`src/rtl/spq_pkg.sv`:
```
// Package for the sorted priority queue: operation and status codes, the
// control struct broadcast to the cell chain, and parameter defaults.
// Has no dependencies of its own.
package spq_pkg;

   localparam int DEPTH_DEFAULT         = 16;
   localparam int PAYLOAD_WIDTH_DEFAULT = 32;
   localparam int PRIO_WIDTH_DEFAULT    = 16;
   localparam int STATUS_WIDTH          = 2;

   localparam logic MODE_ENQUEUE = 1'b0;
   localparam logic MODE_DEQUEUE = 1'b1;

   localparam logic [STATUS_WIDTH-1:0] STATUS_OK    = 2'd0;
   localparam logic [STATUS_WIDTH-1:0] STATUS_EMPTY = 2'd1;
   localparam logic [STATUS_WIDTH-1:0] STATUS_FULL  = 2'd2;

   typedef struct packed {
      logic push;
      logic pop;
   } spq_ctl_type;

endpackage

```
`src/rtl/spq_if.sv`:
```
// Valid/ready channel interfaces for the request and response sides of the
// sorted priority queue. Depends on spq_pkg for width defaults.
interface spq_req_if #(
   parameter int PAYLOAD_WIDTH = spq_pkg::PAYLOAD_WIDTH_DEFAULT,
   parameter int PRIO_WIDTH    = spq_pkg::PRIO_WIDTH_DEFAULT
) ();
   logic                     valid;
   logic                     ready;
   logic                     mode;
   logic [PAYLOAD_WIDTH-1:0] payload;
   logic [PRIO_WIDTH-1:0]    prio;

   modport source (output valid, mode, payload, prio, input ready);
   modport sink   (input valid, mode, payload, prio, output ready);
endinterface

interface spq_rsp_if #(
   parameter int PAYLOAD_WIDTH = spq_pkg::PAYLOAD_WIDTH_DEFAULT,
   parameter int PRIO_WIDTH    = spq_pkg::PRIO_WIDTH_DEFAULT,
   parameter int OCC_WIDTH     = $clog2(spq_pkg::DEPTH_DEFAULT + 1)
) ();
   logic                                valid;
   logic                                ready;
   logic                                took_item;
   logic [PAYLOAD_WIDTH-1:0]            out_payload;
   logic [PRIO_WIDTH-1:0]               out_prio;
   logic [spq_pkg::STATUS_WIDTH-1:0]    status;
   logic [OCC_WIDTH-1:0]                occupancy;

   modport source (output valid, took_item, out_payload, out_prio, status, occupancy,
                   input ready);
   modport sink   (input valid, took_item, out_payload, out_prio, status, occupancy,
                   output ready);
endinterface

```
`src/rtl/spq_cell.sv`:
```
// One slot of the sorted chain: holds an entry and, on each operation, keeps
// it, takes the new entry, or takes a neighbor's entry. Depends on spq_pkg.
module spq_cell #(
   parameter int PAYLOAD_WIDTH = spq_pkg::PAYLOAD_WIDTH_DEFAULT,
   parameter int PRIO_WIDTH    = spq_pkg::PRIO_WIDTH_DEFAULT
) (
   input  logic                     clock,
   input  spq_pkg::spq_ctl_type     ctl,
   input  logic                     occupied,
   input  logic [PRIO_WIDTH-1:0]    new_prio,
   input  logic [PAYLOAD_WIDTH-1:0] new_payload,
   input  logic                     left_lt,
   input  logic [PRIO_WIDTH-1:0]    left_prio,
   input  logic [PAYLOAD_WIDTH-1:0] left_payload,
   input  logic [PRIO_WIDTH-1:0]    right_prio,
   input  logic [PAYLOAD_WIDTH-1:0] right_payload,
   output logic                     lt,
   output logic [PRIO_WIDTH-1:0]    prio,
   output logic [PAYLOAD_WIDTH-1:0] payload
);
   import spq_pkg::*;

   logic [PRIO_WIDTH-1:0]    prio_ff;
   logic [PRIO_WIDTH-1:0]    prio_in;
   logic [PAYLOAD_WIDTH-1:0] payload_ff;
   logic [PAYLOAD_WIDTH-1:0] payload_in;

   // An occupied entry with a strictly smaller priority stays in place.
   assign lt = occupied && (prio_ff < new_prio);

   always_comb begin
      prio_in    = prio_ff;
      payload_in = payload_ff;
      if (ctl.push && !lt) begin
         if (left_lt) begin
            prio_in    = new_prio;
            payload_in = new_payload;
         end else begin
            prio_in    = left_prio;
            payload_in = left_payload;
         end
      end else if (ctl.pop) begin
         prio_in    = right_prio;
         payload_in = right_payload;
      end
   end

   always_ff @(posedge clock) begin
      prio_ff    <= prio_in;
      payload_ff <= payload_in;
   end

   assign prio    = prio_ff;
   assign payload = payload_ff;

endmodule

```
`src/rtl/sorted_priority_queue_core.sv`:
```
// Top level of the sorted priority queue: a chain of DEPTH cells, the entry
// count, and the registered response. Depends on spq_pkg, spq_if, spq_cell.
//
//   Channel   Direction  Transaction
//   req_bus   in         mode, payload, prio
//   rsp_bus   out        took_item, out_payload, out_prio, status, occupancy
//
// The cells compare and shift in parallel,
// and the response appears in the cycle after acceptance.
// One transaction per cycle is sustained while the response side takes them.
// A held response stalls the request side only while rsp_bus.ready is low.
// Synchronous reset empties the queue; entry storage itself is not cleared.
module sorted_priority_queue_core #(
   parameter int DEPTH         = spq_pkg::DEPTH_DEFAULT,
   parameter int PAYLOAD_WIDTH = spq_pkg::PAYLOAD_WIDTH_DEFAULT,
   parameter int PRIO_WIDTH    = spq_pkg::PRIO_WIDTH_DEFAULT
) (
   input logic     clock,
   input logic     reset,
   spq_req_if.sink   req_bus,
   spq_rsp_if.source rsp_bus
);
   import spq_pkg::*;

   localparam int COUNT_WIDTH = $clog2(DEPTH + 1);
   localparam logic [COUNT_WIDTH-1:0] FULL_COUNT = COUNT_WIDTH'(DEPTH);

   logic [COUNT_WIDTH-1:0]   count_ff;
   logic [COUNT_WIDTH-1:0]   count_in;
   logic                     rsp_valid_ff;
   logic                     rsp_valid_in;
   logic                     took_item_ff;
   logic                     took_item_in;
   logic [PAYLOAD_WIDTH-1:0] out_payload_ff;
   logic [PAYLOAD_WIDTH-1:0] out_payload_in;
   logic [PRIO_WIDTH-1:0]    out_prio_ff;
   logic [PRIO_WIDTH-1:0]    out_prio_in;
   logic [STATUS_WIDTH-1:0]  status_ff;
   logic [STATUS_WIDTH-1:0]  status_in;
   logic [COUNT_WIDTH-1:0]   occupancy_ff;
   logic [COUNT_WIDTH-1:0]   occupancy_in;

   logic                     accept;
   logic                     full;
   logic                     empty;
   spq_ctl_type              ctl;

   logic [DEPTH-1:0]         cell_lt;
   logic [PRIO_WIDTH-1:0]    cell_prio    [DEPTH];
   logic [PAYLOAD_WIDTH-1:0] cell_payload [DEPTH];

   assign req_bus.ready = !rsp_valid_ff || rsp_bus.ready;
   assign accept        = req_bus.valid && req_bus.ready;
   assign full          = (count_ff == FULL_COUNT);
   assign empty         = (count_ff == '0);
   assign ctl.push      = accept && (req_bus.mode == MODE_ENQUEUE) && !full;
   assign ctl.pop       = accept && (req_bus.mode == MODE_DEQUEUE) && !empty;

   for (genvar i = 0; i < DEPTH; i++) begin : g_cell
      logic                     left_lt;
      logic [PRIO_WIDTH-1:0]    left_prio;
      logic [PAYLOAD_WIDTH-1:0] left_payload;
      logic [PRIO_WIDTH-1:0]    right_prio;
      logic [PAYLOAD_WIDTH-1:0] right_payload;

      if (i == 0) begin : g_head
         assign left_lt      = 1'b1;
         assign left_prio    = '0;
         assign left_payload = '0;
      end else begin : g_body
         assign left_lt      = cell_lt[i-1];
         assign left_prio    = cell_prio[i-1];
         assign left_payload = cell_payload[i-1];
      end

      if (i == DEPTH - 1) begin : g_tail
         assign right_prio    = '0;
         assign right_payload = '0;
      end else begin : g_inner
         assign right_prio    = cell_prio[i+1];
         assign right_payload = cell_payload[i+1];
      end

      spq_cell #(
         .PAYLOAD_WIDTH (PAYLOAD_WIDTH),
         .PRIO_WIDTH    (PRIO_WIDTH)
      ) u_cell (
         .clock         (clock),
         .ctl           (ctl),
         .occupied      (count_ff > COUNT_WIDTH'(i)),
         .new_prio      (req_bus.prio),
         .new_payload   (req_bus.payload),
         .left_lt       (left_lt),
         .left_prio     (left_prio),
         .left_payload  (left_payload),
         .right_prio    (right_prio),
         .right_payload (right_payload),
         .lt            (cell_lt[i]),
         .prio          (cell_prio[i]),
         .payload       (cell_payload[i])
      );
   end

   always_comb begin
      count_in       = count_ff;
      rsp_valid_in   = rsp_valid_ff && !rsp_bus.ready;
      took_item_in   = took_item_ff;
      out_payload_in = out_payload_ff;
      out_prio_in    = out_prio_ff;
      status_in      = status_ff;
      occupancy_in   = occupancy_ff;
      if (ctl.push) begin
         count_in = count_ff + 1'b1;
      end else if (ctl.pop) begin
         count_in = count_ff - 1'b1;
      end
      if (accept) begin
         rsp_valid_in   = 1'b1;
         took_item_in   = ctl.pop;
         out_payload_in = ctl.pop ? cell_payload[0] : '0;
         out_prio_in    = ctl.pop ? cell_prio[0] : '0;
         occupancy_in   = count_in;
         if (req_bus.mode == MODE_ENQUEUE) begin
            status_in = full ? STATUS_FULL : STATUS_OK;
         end else begin
            status_in = empty ? STATUS_EMPTY : STATUS_OK;
         end
      end
   end

   always_ff @(posedge clock) begin
      if (reset) begin
         count_ff     <= '0;
         rsp_valid_ff <= 1'b0;
      end else begin
         count_ff     <= count_in;
         rsp_valid_ff <= rsp_valid_in;
      end
   end

   always_ff @(posedge clock) begin
      took_item_ff   <= took_item_in;
      out_payload_ff <= out_payload_in;
      out_prio_ff    <= out_prio_in;
      status_ff      <= status_in;
      occupancy_ff   <= occupancy_in;
   end

   assign rsp_bus.valid       = rsp_valid_ff;
   assign rsp_bus.took_item   = took_item_ff;
   assign rsp_bus.out_payload = out_payload_ff;
   assign rsp_bus.out_prio    = out_prio_ff;
   assign rsp_bus.status      = status_ff;
   assign rsp_bus.occupancy   = occupancy_ff;

   a_count_bound : assert property (@(posedge clock) disable iff (reset)
      count_ff <= FULL_COUNT)
      else $error("Entry count exceeds the queue depth.");

   a_push_grows : assert property (@(posedge clock) disable iff (reset)
      ctl.push |=> count_ff == $past(count_ff) + 1'b1)
      else $error("Accepted enqueue did not grow the queue.");

   a_pop_shrinks : assert property (@(posedge clock) disable iff (reset)
      ctl.pop |=> count_ff == $past(count_ff) - 1'b1)
      else $error("Accepted dequeue did not shrink the queue.");

   a_took_ok : assert property (@(posedge clock) disable iff (reset)
      rsp_valid_ff && took_item_ff |-> status_ff == STATUS_OK && occupancy_ff != FULL_COUNT)
      else $error("Returned entry carries an inconsistent status or occupancy.");

endmodule
```
`src/flat_wrapper.sv`:
```
// flat-port wrapper written by rule: the top's interface ports become plain ports
module sorted_priority_queue_core_flat import spq_pkg::*;
#(
   parameter int DEPTH         = spq_pkg::DEPTH_DEFAULT,
   parameter int PAYLOAD_WIDTH = spq_pkg::PAYLOAD_WIDTH_DEFAULT,
   parameter int PRIO_WIDTH    = spq_pkg::PRIO_WIDTH_DEFAULT
)
  (clock, reset, req_bus_valid, req_bus_mode, req_bus_payload, req_bus_prio, req_bus_ready, rsp_bus_valid, rsp_bus_took_item, rsp_bus_out_payload, rsp_bus_out_prio, rsp_bus_status, rsp_bus_occupancy, rsp_bus_ready);
  spq_req_if #(.PAYLOAD_WIDTH(PAYLOAD_WIDTH), .PRIO_WIDTH(PRIO_WIDTH)) req_bus_i ();
  spq_rsp_if #(.PAYLOAD_WIDTH(PAYLOAD_WIDTH), .PRIO_WIDTH(PRIO_WIDTH)) rsp_bus_i ();
  input logic clock;
  input logic reset;
  input wire logic [$bits(req_bus_i.valid)-1:0] req_bus_valid;
  input wire logic [$bits(req_bus_i.mode)-1:0] req_bus_mode;
  input wire logic [$bits(req_bus_i.payload)-1:0] req_bus_payload;
  input wire logic [$bits(req_bus_i.prio)-1:0] req_bus_prio;
  output wire logic [$bits(req_bus_i.ready)-1:0] req_bus_ready;
  output wire logic [$bits(rsp_bus_i.valid)-1:0] rsp_bus_valid;
  output wire logic [$bits(rsp_bus_i.took_item)-1:0] rsp_bus_took_item;
  output wire logic [$bits(rsp_bus_i.out_payload)-1:0] rsp_bus_out_payload;
  output wire logic [$bits(rsp_bus_i.out_prio)-1:0] rsp_bus_out_prio;
  output wire logic [$bits(rsp_bus_i.status)-1:0] rsp_bus_status;
  output wire logic [$bits(rsp_bus_i.occupancy)-1:0] rsp_bus_occupancy;
  input wire logic [$bits(rsp_bus_i.ready)-1:0] rsp_bus_ready;
  assign req_bus_i.valid = req_bus_valid;
  assign req_bus_i.mode = req_bus_mode;
  assign req_bus_i.payload = req_bus_payload;
  assign req_bus_i.prio = req_bus_prio;
  assign req_bus_ready = req_bus_i.ready;
  assign rsp_bus_valid = rsp_bus_i.valid;
  assign rsp_bus_took_item = rsp_bus_i.took_item;
  assign rsp_bus_out_payload = rsp_bus_i.out_payload;
  assign rsp_bus_out_prio = rsp_bus_i.out_prio;
  assign rsp_bus_status = rsp_bus_i.status;
  assign rsp_bus_occupancy = rsp_bus_i.occupancy;
  assign rsp_bus_i.ready = rsp_bus_ready;
  sorted_priority_queue_core #(.DEPTH(DEPTH), .PAYLOAD_WIDTH(PAYLOAD_WIDTH), .PRIO_WIDTH(PRIO_WIDTH)) u_core (.clock(clock), .reset(reset), .req_bus(req_bus_i), .rsp_bus(rsp_bus_i));
endmodule
```
`config.mk`:
```
export PLATFORM = sky130hd
export DESIGN_NAME = sorted_priority_queue_core_flat
export DESIGN_NICKNAME = d
export VERILOG_FILES = /design/src/rtl/spq_pkg.sv /design/src/rtl/spq_if.sv /design/src/rtl/spq_cell.sv /design/src/rtl/sorted_priority_queue_core.sv /design/src/flat_wrapper.sv
export SDC_FILE = /design/constraint.sdc
export NUM_CORES = 2
export LEC_CHECK = 0
export ABC_CLOCK_PERIOD_IN_PS = 15800
export BUFFER_PORTS_ARGS = -buffer_cell sky130_fd_sc_hd__buf_4
export CORE_MARGIN = 2
export CORE_UTILIZATION = 35
export DETAILED_ROUTE_END_ITERATION = 7
export MAX_ROUTING_LAYER = met4
export PLACE_DENSITY = 0.53
export SKIP_LAST_GASP = 1
export SYNTH_ARGS = -nofsm -noshare
export SYNTH_HDL_FRONTEND = slang
export SYNTH_SLANG_ARGS = --single-unit
```
`constraint.sdc`:
```
create_clock -name clock -period 15.8 [get_ports clock]
set_clock_uncertainty 0.1 [all_clocks]
set_input_delay 4.74 -clock clock [delete_from_list [all_inputs] [get_ports clock]]
set_output_delay 4.74 -clock clock [all_outputs]
set_load 0.005 [all_outputs]
```
==> flow_results.org <==
** Die
- Number of top-level pins :: 111
- The die covers 0.1394 mm2.
- Die Height :: ~370 um
- Starting density of the core :: 35.26%
- From left edge to right edge, the die measures approximately 370 um.
- The total area inside the core boundary comes to ~0.14 mm2.
- The floorplan has 135 rows.

** Setup path
- The startpoint identified for the worst register-to-register timing path is u_core.count_ff[1]$_SDFF_PP0_.
- Master of the slowest instance on the critical path :: nor2b_1
- Critical path startpoint category :: primary input
- Critical-path maximum fanout :: 3
- The largest single stage delay on the critical path is 230 ps.
- Data arrives at the worst endpoint at 5320 ps.
- Cell-by-cell trace of the critical path :: buf_4 > nor2b_1 > inv_1 > buf_4
- In this run the worst setup path begins at rsp_bus_ready.
- By startpoint and endpoint, the worst setup path is classified as in -> out.
- In this run the register-to-register setup slack is approximately 11000 ps.
- Kind of end point of the critical path :: output port
- Req. time, crit path :: 10960 ps
- Cell type with the highest occurrence count on the critical path :: buf_4

** Place
- Worst slack, placed :: around 5600 ps
- HPWL after DPL :: 92.02 mm
- Input and output buffers added on the ports amount to between 100 and 150.
- The congestion estimate from routability-driven global placement came to around 0.84.

** Drt
- After detailed routing, the number of remaining DRC violations is 0.
- The detail route stage leaves a number of antenna-violating nets equal to 0.
- The routed design has approximately 140 mm of wire.
- Initial DRC Count :: around 2000
- The routed layout has between 30000 and 40000 vias.
- In the routed layout, each cell is associated on average with a via count of ~5.6.
- Before antenna repair, the detailed router went through 5 iterations.
- In the final routed layout, each cell accounts on average for roughly 23 um.

** Job
- Number of max-cap violations :: 0

** Min path
- HP Class :: reg -> reg
- The worst hold path begins at u_core.g_cell[15].u_cell.payload[19]$_SDFFCE_PN0P_.

** STA
- Actual slew at the worst max-slew pin :: 1231 ps
- Number of max-slew violations in the final report :: 0
- The count of endpoints failing hold in the final timing report is 0.
- Dividing the final minimum period by the clock period gives about 64%.
- Measured against its own limit, the worst slew margin works out to 17.94%.
- Timing-limited maximum frequency :: 98.44 MHz
- Total negative setup slack :: 0 ps
- Setup-failing EPs final :: 0
- Setup repair after global routing left no endpoint under its margin.
- Setup slack closes at ~5600 ps.
- For the finished layout, the period the worst path requires is roughly 10000 ps.

** Global routing
- All-layer global routing usage :: between 10% and 20%
- Entering global routing, the biggest net connects ~150 pins.
- Via count of the first global-routing pass :: ~34000
- Initial antenna violation count :: 6
- The first global-routing pass estimated a little over 200 mm of wire.
- Total global routing overflow :: 0

** Yosys
- The share of the Yosys chip area taken by registers is a little over half.
- Primary flip-flop cell chosen by synthesis mapping :: edfxtp_1
- Most area-consuming cells after synthesis :: edfxtp_1, mux2i_1, a21oi_1
- Counting flops with a built-in enable in the synthesized netlist gives a little over 800.
- Total of warnings raised by yosys :: 0
- Yosys mapped the design onto between 60 and 70 distinct sky130hd cell types.
- Synth Cell Area :: between 0.04 and 0.05 mm2
- Top cell type by total area after synthesis :: edfxtp_1
- Asr flop ratio synth :: 0%
- Post-synthesis sequential element count :: 830
- The average instance in the mapped netlist occupies 11.52 um2.
- Synthesized instance count :: 4146
- Synth Net Count :: about 4400
- After synthesis, the largest area contributor takes up about half of total cell area.

** Final layout
- Leaving out fill and tap cells, the most frequent cell in the layout is a21oi_1.
- At the end of the flow, the number of nets in the layout was 4342.
- Area growth syn-to-layout :: 10.74%
- Area of combinational cells with multiple inputs :: roughly 0.021 mm2
- The top cell types in the final layout, fill and taps aside, are a21oi_1, edfxtp_1, mux2i_1, ha_1, nor2_1.
- The sequential cells in the finished layout cover a total of between 0.02 and 0.025 mm2.
- Cells with a size suffix above 1 make up between 10 and 15% of the layout.
- Number of fillers in the final layout :: roughly 13000

** Power
- Leakage Power :: approximately 22 nW
- Across the VDD grid, the largest voltage drop is slightly above 0.09 mV.
- Power density normalized to cell area :: 120.6 mW/mm2

** Clock tree
- Clock latency on the worst-skew pair, taken at its later pin, is between 600 and 700 ps.
- Post-CTS setup buffer count :: 0
- Once the clock tree was built, the resizer swapped 0 gates to a different size.
- Counting every sink on the clock net gives 830.
- Clock H-tree levels :: 3
- Buffers inserted to repair hold after CTS numbered 0.
- Number of clock buffers inserted by TritonCTS :: 93
- CTS Buffer Depth :: 3
- CTS placed an instance of clkbuf_16 at the clock tree root.
- CTS tree :: built
- Clock-pin slew was measured on the worst setup and hold paths at roughly 60 ps.

** Outcome
- The run finished with clean final reports.
==> through the flow <==
stage | area, um2 | cells | power [mW] | hold WS (ps) | util [%]
2_1_floorplan | 47760 | 4146 | 3.819 | 424.3 | -
3_3_place_gp | 49880 | 5730 | 4.211 | 427.3 | 36.82
3_5_place_dp | 49880 | 5730 | 4.235 | 435.6 | 36.82
4_1_cts | 52880 | 5903 | 6.436 | 445.5 | 39.04
5_1_grt | 52890 | 5907 | 6.670 | 455.7 | 39.04
6_report | 52890 | 5908 | 6.377 | 444.4 | 39.05
==> critical path, delay by kind of cell <==
family	cells	cell delay (ps)
buffers and inverters	3	360
AND/OR/NAND/NOR	1	230
==> where the power goes <==
group	leakage, nW	total [mW]	internal [mW]	switching [mW]
Combinational	12.8	1.19	0.464	0.728
Sequential	7.80	2.99	2.81	0.185
Clock	1.46	2.19	1.24	0.954
Total	22.0	6.38	4.51	1.87
==> cells in the mapped netlist (13+ instances only) <==
| cell | instances |
|---|---|
| buf_4 | 13 |
| ha_1 | 245 |
| clkbuf_1 | 195 |
| a31oi_1 | 54 |
| inv_1 | 26 |
| mux2i_1 | 576 |
| nand4_1 | 19 |
| or2_2 | 14 |
| nor3_1 | 13 |
| and2_1 | 56 |
| a21oi_1 | 968 |
| a211oi_1 | 18 |
| o21ai_0 | 80 |
| nand3_1 | 163 |
| o211ai_1 | 17 |
| mux2_2 | 230 |
| nand2_1 | 53 |
| edfxtp_1 | 824 |
| a21o_1 | 29 |
| buf_2 | 163 |
| nor2_1 | 243 |
| nor2b_1 | 13 |
==> sequential cells by signal (all words and copies together), names as in the netlist <==
register and count:
u_core.rsp_bus.valid 1, u_core.rsp_bus.status 2, u_core.g_cell.u_cell.prio 256, u_core.g_cell.u_cell.payload 512, u_core.rsp_bus.occupancy 5, u_core.rsp_bus.out_payload 32, u_core.count_ff 5, u_core.rsp_bus.out_prio 16
u_core.rsp_bus.took_item 1
==> path summary, 6_finish.rpt <==
kind         cells after the start                                              to
min                              1  u_core.g_cell[14].u_cell.payload[19]$_DFFE_PP_
min reg2reg                      1  u_core.g_cell[14].u_cell.payload[19]$_DFFE_PP_
max                              4                                   req_bus_ready
max reg2reg                      9     u_core.g_cell[12].u_cell.prio[13]$_DFFE_PP_
==> layer usage <==
metal  vias to the layer above  track usage (%)  part of all wire [%]
met5                         -                -                     0
met3                       191            2.697                   3.3
li1                      15630                -                     -
met1                     16900            24.70                    45
met2                       517            32.56                    49
met4                         0            4.354                   2.0
==> area by class of cell <==
| class | count | area share [%] |
|---|---|---|
| diodes | 5 | 0.02365 |
| inverters | 26 | 0.1845 |
| repair buffers | 187 | 2.678 |
| multi-input cells | 2906 | 40.23 |
| flip-flops and latches | 830 | 47.01 |
| well taps | 1781 | 4.213 |
| clock buffers | 115 | 4.655 |
| clock inverters | 58 | 1.012 |
==> kinds of logic (layout without fill, tap and decap cells) <==
logic type / Yosys count / in the layout / share of synthesized area, %
AOI/OAI and AO/OA: 1226 / 1226 / 13.81
xor gates and xnor gates: 3 / 3 / 0.05502
adders and majority gates: 245 / 245 / 6.418
buffers and inverters: 410 / 386 / 3.822
DFF: 830 / 830 / 52.06
muxes: 816 / 816 / 17.73
other: 0 / 5 / 0
and+or+nand+nor: 616 / 616 / 6.114
(Power assumes the default switching activity.)
